[src/design/tcst_pkg.sv]
// Shared types, constants and codes for the touch contact slot table.
// No dependencies.
package tcst_pkg;

	localparam int SLOT_MAX    = 16;
	localparam int CONTACT_MAX = 10;
	localparam int SLOT_W      = 5;
	localparam int IDX_W       = 4;
	localparam int CNT_W       = 4;
	localparam logic [14:0] TOUCH_X_MAX = 15'd32767;
	localparam logic [14:0] TOUCH_Y_MAX = 15'd32767;
	localparam logic [15:0] NO_ID = 16'hFFFF;

	localparam logic [1:0] OP_FILL    = 2'd0;
	localparam logic [1:0] OP_RESERVE = 2'd1;
	localparam logic [1:0] OP_CLEAR   = 2'd2;
	localparam logic [1:0] OP_SYNC    = 2'd3;

	localparam logic [2:0] REG_SLOT_COUNT    = 3'd0;
	localparam logic [2:0] REG_CONTACT_COUNT = 3'd1;
	localparam logic [2:0] REG_HDMI_MODE     = 3'd2;
	localparam logic [2:0] REG_SWAP_AXES     = 3'd3;
	localparam logic [2:0] REG_ROTATE_HALF   = 3'd4;

	typedef struct packed {
		logic [1:0]  opcode;
		logic [15:0] touch_id;
		logic        active;
		logic signed [15:0] x_pos;
		logic signed [15:0] y_pos;
		logic        link_accept;
	} in_word_t;

	typedef struct packed {
		logic        kind;
		logic        ok;
		logic [4:0]  slot_index;
		logic        tip;
		logic        proximity;
		logic [4:0]  contact_ident;
		logic [14:0] out_x;
		logic [14:0] out_y;
		logic        last;
	} out_word_t;

	typedef struct packed {
		logic [15:0] touch_id;
		logic        tip;
		logic        proximity;
		logic [3:0]  ident;
		logic [14:0] x;
		logic [14:0] y;
	} slot_t;

	// controller to datapath
	typedef struct packed {
		logic load;        // capture input word
		logic init;        // clear tables
		logic scan_clr;    // restart scan index
		logic scan_adv;    // advance scan index
		logic fill_find;   // fill: test current slot for id match
		logic fill_free;   // fill: test current slot free
		logic fill_apply;  // fill: update chosen slot
		logic reserve;     // reserve step
		logic clear_step;  // clear-all step on scan slot
		logic sync_test;   // compare slot/shadow at scan
		logic emit;        // present report/status word
		logic commit_step; // commit at slot just below scan index
	} dp_cmd_t;

	// datapath to controller
	typedef struct packed {
		logic scan_end;
		logic match;
		logic is_free;
		logic found;
		logic picks_full;
		logic picks_none;
		logic emit_last;
	} dp_stat_t;

endpackage

[src/design/tcst_ctrl.sv]
// Controller state machine of the slot table.
// Depends on tcst_pkg.
module tcst_ctrl (
	input  logic clk,
	input  logic arst_n,
	input  logic in_valid,
	output logic in_ready,
	input  tcst_pkg::in_word_t in_word,
	output logic out_valid,
	input  logic out_ready,
	input  tcst_pkg::dp_stat_t stat,
	output tcst_pkg::dp_cmd_t cmd
);
	import tcst_pkg::*;

	localparam logic [2:0] ST_IDLE   = 3'd0;
	localparam logic [2:0] ST_FIND   = 3'd1;
	localparam logic [2:0] ST_FREE   = 3'd2;
	localparam logic [2:0] ST_APPLY  = 3'd3;
	localparam logic [2:0] ST_ONE    = 3'd4;
	localparam logic [2:0] ST_SCAN   = 3'd5;
	localparam logic [2:0] ST_EMIT   = 3'd6;
	localparam logic [2:0] ST_COMMIT = 3'd7;

	logic [2:0] state_q, state_d;
	logic [1:0] op_q;

	// a free slot is only taken on a press; link acceptance is held for commit
	logic act_q, link_ok_q, scan_zero;
	logic [4:0] cnt_q;
	function automatic logic in_word_active();
		return act_q;
	endfunction
	assign scan_zero = cnt_q == 5'd0;

	assign in_ready = state_q == ST_IDLE;

	always_comb begin
		cmd = '0;
		state_d = state_q;
		out_valid = 1'b0;
		case (state_q)
		ST_IDLE: if (in_valid) begin
			cmd.load = 1'b1;
			cmd.scan_clr = 1'b1;
			case (in_word.opcode)
			OP_FILL: state_d = ST_FIND;
			OP_RESERVE: state_d = ST_ONE;
			default: state_d = ST_SCAN;
			endcase
		end
		ST_FIND: begin
			if (stat.scan_end || stat.match) begin
				cmd.fill_find = !stat.scan_end;
				cmd.scan_clr = 1'b1;
				state_d = (stat.match && !stat.scan_end) ? ST_APPLY : ST_FREE;
			end else begin
				cmd.scan_adv = 1'b1;
			end
		end
		ST_FREE: begin
			if (stat.scan_end || stat.is_free) begin
				cmd.fill_free = !stat.scan_end && in_word_active();
				state_d = ST_APPLY;
				if (!in_word_active()) state_d = ST_APPLY;
			end else begin
				cmd.scan_adv = 1'b1;
			end
		end
		ST_APPLY: begin
			cmd.fill_apply = 1'b1;
			state_d = ST_EMIT;
		end
		ST_ONE: begin
			cmd.reserve = 1'b1;
			state_d = ST_EMIT;
		end
		ST_SCAN: begin
			if (stat.scan_end || (op_q == OP_SYNC && stat.picks_full)) begin
				state_d = ST_EMIT;
			end else begin
				cmd.clear_step = op_q == OP_CLEAR;
				cmd.sync_test = op_q == OP_SYNC;
				cmd.scan_adv = 1'b1;
			end
		end
		ST_EMIT: begin
			out_valid = 1'b1;
			if (out_ready) begin
				cmd.emit = 1'b1;
				if (op_q != OP_SYNC || stat.picks_none) state_d = ST_IDLE;
				else if (stat.emit_last) state_d = ST_COMMIT;
			end
		end
		ST_COMMIT: begin
			if (!link_ok_q || scan_zero) state_d = ST_IDLE;
			else begin
				cmd.commit_step = 1'b1;
				cmd.scan_adv = 1'b0;
				state_d = ST_COMMIT;
			end
		end
		default: state_d = ST_IDLE;
		endcase
	end

	always_ff @(posedge clk or negedge arst_n) begin
		if (!arst_n) begin
			state_q <= ST_IDLE;
			op_q <= OP_FILL;
			act_q <= 1'b0;
			link_ok_q <= 1'b0;
			cnt_q <= '0;
		end else begin
			state_q <= state_d;
			if (cmd.load) begin
				op_q <= in_word.opcode;
				act_q <= in_word.active;
				link_ok_q <= in_word.link_accept;
				cnt_q <= '0;
			end
			if (cmd.scan_adv && state_q == ST_SCAN) cnt_q <= cnt_q + 5'd1;
			if (cmd.commit_step) cnt_q <= cnt_q - 5'd1;
		end
	end

	a_out_busy: assert property (@(posedge clk) disable iff (!arst_n)
		!(out_valid && in_ready))
		else $error("output while idle");
	a_commit_link: assert property (@(posedge clk) disable iff (!arst_n)
		!(cmd.commit_step && !link_ok_q))
		else $error("commit without link acceptance");
	a_one_update: assert property (@(posedge clk) disable iff (!arst_n)
		$countones({cmd.fill_apply, cmd.reserve, cmd.clear_step,
			cmd.sync_test, cmd.commit_step}) <= 1)
		else $error("several datapath updates at once");
endmodule

[config.mk]
export PLATFORM = sky130hd
export DESIGN_NAME = tcst_ctrl
export DESIGN_NICKNAME = d
export VERILOG_FILES = /design/src/design/tcst_pkg.sv /design/src/design/tcst_ctrl.sv
export SDC_FILE = /design/constraint.sdc
export NUM_CORES = 1
export LEC_CHECK = 0
export ABC_AREA = 1
export BUFFER_PORTS_ARGS = -buffer_cell sky130_fd_sc_hd__buf_2
export CAP_MARGIN = 20
export CORE_AREA = 2 2 58 60
export CTS_CLUSTER_SIZE = 10
export DETAILED_ROUTE_END_ITERATION = 8
export DIE_AREA = 0 0 60 62
export HOLD_SLACK_MARGIN = 0.06
export PLACE_DENSITY = 0.82
export RECOVER_POWER = 25
export SLEW_MARGIN = 25
export SYNTH_ARGS = -nofsm -noshare
export SYNTH_HDL_FRONTEND = slang
export SYNTH_SLANG_ARGS = --single-unit
[constraint.sdc]
create_clock -name clk -period 1.3 [get_ports clk]
set_clock_uncertainty 0.1 [all_clocks]
set_input_delay 0.195 -clock clk [delete_from_list [all_inputs] [get_ports clk]]
set_output_delay 0.195 -clock clk [all_outputs]
set_load 0.02 [all_outputs]
-- Word-level counts from Yosys, hierarchy flattened
Cells that the tools add are included.
- flip-flop bits (word level): 12
- latch bits: 0
- bits in writable memories: 0
- memory bits (read-only): 0
- input port bits: 63
- output and inout bits: 14
- logic and storage cells: 76
- memories kept: 0
- add/subtract/negate cells: 2
- multipliers: 0
- div/mod/pow operators: 0
- magnitude comparators: 0
- equality and inequality tests: 17
- shift operators: 0
- mux-type cells: 35
- bitwise operators: 0
- reductions and logical operators: 17
- operators with widths (operator ; number):
    $mux W3 ; 8
    $pmux W3 S7 ; 1
    $mux W1 ; 18
    $mux W5 ; 3
    $eq A3 B3 Y1 const B ; 4
    $ne A2 B2 Y1 const B ; 6
    $eq A3 B2 Y1 const B ; 2
    $pmux W3 S2 ; 1
    $reduce_and A6 Y1 ; 1
    $add A5 B1 Y5 const B ; 1
    $logic_not A5 Y1 ; 1
    $logic_or A1 B1 Y1 ; 5
    $sub A5 B1 Y5 const B ; 1
    $eq A2 B2 Y1 const B ; 2
    $logic_and A1 B1 Y1 ; 4
    $mux W2 ; 2
    $eq A3 B1 Y1 const B ; 1
    $logic_not A3 Y1 ; 1
    $ne A3 B3 Y1 const B ; 1
    $pmux W1 S3 ; 1
    $reduce_bool A3 Y1 ; 1
    $eq A2 B1 Y1 const B ; 1
    $logic_not A1 Y1 ; 2
    $logic_not A2 Y1 ; 1
    other kinds (2) ; 2

-- Depth between registers and ports, before layout
- depth in word-level cells: 8
- gate-level depth with buffers: 11
- mapped depth without buffers: 11

-- Least setup slack after synthesis
Ideal clock, no wire load.
- kind: reg-to-output
- start point: reg state_q[2]
- end point: out cmd[9] (netlist bit)
- arrival: 1.265 ns
- required time: 1.005 ns
- path slack: -0.260 ns
- stages on the path, launching flop included: 5
- path buffers: 1
- cells stage by stage: dfrtp_1 -> clkbuf_8 -> nor3_4 -> nand2_2 -> o21ai_0
- RTL lines (what ; line ; text):
    from (decl) ; tcst_ctrl.sv:25 ; logic [2:0] state_q, state_d;
    from (signal assigned) ; tcst_ctrl.sv:115 ; state_q <= state_d;
    to (decl) ; tcst_ctrl.sv:12 ; output tcst_pkg::dp_cmd_t cmd

==> impl_metrics.sql <==
INSERT INTO impl_metrics (metric_group, metric, value, unit) VALUES
('worst_setup_path', 'cp_required', '1.00', 'ns'),
('worst_setup_path', 'timing_worst_setup_path_type', 'flip-flop to output port', ''),
('global_routing', 'groute.usage.overall', '0.203', ''),
('synthesis', 'synth.avg_cell_area', '6.82', 'um2'),
('synthesis', 'synth_compound_gate_area_share', '0.0333', ''),
('placement', 'input_output_buffers', '26', ''),
('synthesis', 'synthSimpleGateAreaFrac', '0.467', ''),
('synthesis', 'synth-adder-area-share', '0.0357', ''),
('pwr', 'powerDensity', '2320', 'nW/um2'),
('run', 'drv_cap', '0', ''),
('pwr', 'internal_power', '0.00233', 'W'),
('global_routing', 'via_count_of_the_first_global_routing_pass', '1260', ''),
('synthesis', 'seq_area_frac_synth', '0.286', ''),
('final_layout', 'layout.filler_cells', '238', ''),
('timing', 'rsz_0062_raised_after_global_routing', 'true', ''),
('drt', 'drt_first_pass_iters', '4', ''),
('floorplanning', 'core', '3180', 'um2'),
('pwr', 'cell_leakage_power', '1.00', 'nW'),
('global_routing', 'global_route.usage.met3', '0.0145', ''),
('drt', 'routed_wirelength', '3570', 'um'),
('timing', 'setup-tns-final', '-7.92', 'ns'),
('timing', 'slew_headroom', '0.536', ''),
('clock_network', 'root_driver', 'sky130_fd_sc_hd__clkbuf_4', ''),
('timing', 'finalHoldViolations', '0', ''),
('synthesis', 'ys_dominant_reg_cell', 'sky130_fd_sc_hd__dfrtp_1', ''),
('drt', 'drt-wirelength-per-cell', '13.2', 'um'),
('clock_network', 'clk-insertion-delay-late', '0.29', 'ns'),
('worst_setup_path', 'critical_path.max_fanout', '5', ''),
('timing', 'time_the_worst_path_needs_with_i_o_delays_and_setup', '1.76', 'ns'),
('synthesis', 'post_synth_edffs', '0', ''),
('drt', 'drt.antenna.violating_nets', '0', ''),
('placement', 'place.detailed.hpwl', '2160', 'um'),
('worst_setup_path', 'worst-endpoint-arrival', '1.47', 'ns'),
('drt', 'drcViolationCount', '0', ''),
('worst_setup_path', 'crit_end_category', 'output port', ''),
('synthesis', 'synth_warnings', '0', ''),
('pwr', 'netSwitchingPower', '0.00202', 'W'),
('run_status', 'violations', 'setup timing', ''),
('final_layout', 'area_growth', '78.1', '%'),
('drt', 'detailroute.via_count', '1255', ''),
('placement', 'placement.setup.worst_slack', '-0.230', 'ns'),
('floorplanning', 'floorplan.initialDensity', '0.331', ''),
('timing', 'holdWs', '0.0875', 'ns'),
('pwr', 'tot_pwr', '0.00435', 'W'),
('clock_network', 'cts_max_path_buffers', '2', ''),
('pwr', 'maximum_vdd_drop', '1140', 'uV'),
('global_routing', 'globalRouteMet2Util', '0.380', ''),
('global_routing', 'antenna_found_initial', '0', ''),
('final_layout', 'mostFrequentLayoutCell', 'sky130_fd_sc_hd__nand2_1', ''),
('clock_network', 'cts_htree_levels', '1', ''),
('pwr', 'power.share.switching', '0.465', ''),
('floorplanning', 'die_height', '62', 'um'),
('pwr', 'p_seq_frac', '0.184', ''),
('worst_setup_path', 'cp-start-kind', 'flip-flop', ''),
('global_routing', 'grtUsageMet1', '0.235', ''),
('min_path', 'worstHoldPathType', 'input port to flip-flop', ''),
('drt', 'initialDrtViolationCount', '38', ''),
('timing', 'final_max_slew_viol_count', '0', ''),
('clock_network', 'number_of_sinks_on_the_clock_net', '12', ''),
('final_layout', 'final_layout_size_suffix_gt1_frac', '0.556', ''),
('drt', 'vias_per_cell', '4.63', ''),
('timing', 'final_critical_path_setup_slack', '-0.464', 'ns'),
('global_routing', 'global_route.overflow_total', '0', ''),
('synthesis', 'async_reset_ff_frac', '1.00', ''),
('pwr', 'power.share.combinational', '0.742', ''),
('run_status', 'status', 'finished, violations left', ''),
('timing', 'timing.final.crit_share', '1.36', ''),
('placement', 'globalplace.congestion', '0.904', ''),
('timing', 'achievable-frequency', '567', 'MHz'),
('floorplanning', 'boundaryPins', '77', ''),
('timing', 'finalSetupViolations', '25', '');
-- path summary, 6_finish.rpt --
kind | start | endpoint | slack (ns) | depth (start not counted)
max in group asynchronous | arst_n | state_q[0] | 0.26 | 2
min reg2reg | act_q | act_q | 0.41 | 2
min | in_word[50] | op_q[0] | 0.09 | 3
min in group asynchronous | arst_n | state_q[1] | 0.35 | 2
max reg2reg | state_q[1] | state_q[0] | -0.29 | 9
max | state_q[2] | cmd[8] | -0.46 | 6
-- metal layers --
metal	vias up	part of all wire
met5	-	0
met4	0	0.037
met3	17	0.047
met2	52	0.53
met1	581	0.39
li1	605	-
-- layout make-up --
| cell class | count | share of cell area |
|---|---|---|
| Multi-Input combinational cell | 117 | 0.410 |
| Timing Repair Buffer | 72 | 0.330 |
| Sequential cell | 12 | 0.162 |
| Inverter | 20 | 0.0475 |
| Tap cell | 46 | 0.0307 |
| Clock buffer | 4 | 0.0194 |
-- synth_stat cells (2+ instances only) --
library cell / number / area, um2
sky130_fd_sc_hd__a21oi_1: 2 / 10.0
sky130_fd_sc_hd__nor2_2: 3 / 18.8
sky130_fd_sc_hd__inv_1: 15 / 56.3
sky130_fd_sc_hd__xnor2_1: 2 / 17.5
sky130_fd_sc_hd__inv_2: 2 / 7.51
sky130_fd_sc_hd__xor2_1: 4 / 35.0
sky130_fd_sc_hd__ha_1: 3 / 37.5
sky130_fd_sc_hd__nand3_1: 10 / 50.1
sky130_fd_sc_hd__o21ai_0: 4 / 20.0
sky130_fd_sc_hd__dfrtp_1: 12 / 300
sky130_fd_sc_hd__nor2_1: 19 / 71.3
sky130_fd_sc_hd__nor2_4: 3 / 33.8
sky130_fd_sc_hd__nor3_1: 2 / 10.0
sky130_fd_sc_hd__nand2_4: 2 / 22.5
sky130_fd_sc_hd__nand2_2: 4 / 25.0
sky130_fd_sc_hd__buf_6: 2 / 22.5
sky130_fd_sc_hd__nand2_1: 53 / 199
-- registers in the layout, indices dropped and copies added, names as in the netlist --
| register | cells |
|---|---|
| state_q | 3 |
| act_q | 1 |
| op_q | 2 |
| link_ok_q | 1 |
| cnt_q | 5 |
-- what timing repair did --
action                                  CTS  global route
setup buffers                            14             7
pin swaps                                17            16
hold buffers                              4             0
gates resized for setup                  56            25
endpoints found under the hold margin    15             0
endpoints found under the setup margin   25            25
-- critical path, stage by stage, from the launching register on --
cell and delay [ns]:
sky130_fd_sc_hd__dfrtp_2 0.50, sky130_fd_sc_hd__nor2_4 0.18, sky130_fd_sc_hd__nand3_1 0.11, sky130_fd_sc_hd__nand2_2 0.11, sky130_fd_sc_hd__clkinv_2 0.08, sky130_fd_sc_hd__nand2_4 0.08
sky130_fd_sc_hd__buf_6 0.11
-- per-stage QoR --
stage          instance area (um2)  std cells   util
2_1_floorplan                 1100        154      -
6_report                      1870        271  0.589
3_5_place_dp                  1420        246  0.448
5_1_grt                       1870        271  0.589
4_1_cts                       1780        268  0.560
3_3_place_gp                  1420        246  0.448
-- cell families (layout without fill, tap and decap cells) --
family,count (synthesis),in the layout
flops,12,12
compound gates,7,7
simple gates,100,100
xor+xnor,6,6
buf+inv,25,96
fa+ha+maj,3,3
other cells,1,1
-- power by group through the flow --
stage	logic [W]	registers (W)	clock network (W)
after detailed placement	0.00228	0.000759	0
after CTS	0.00297	0.000763	0.000327
after floorplan	0.00158	0.000692	0
final	0.00323	0.000800	0.000324
after global routing	0.00350	0.000823	0.000333
after global placement	0.00223	0.000750	0
Note: power is estimated with default switching activity, not from simulation.
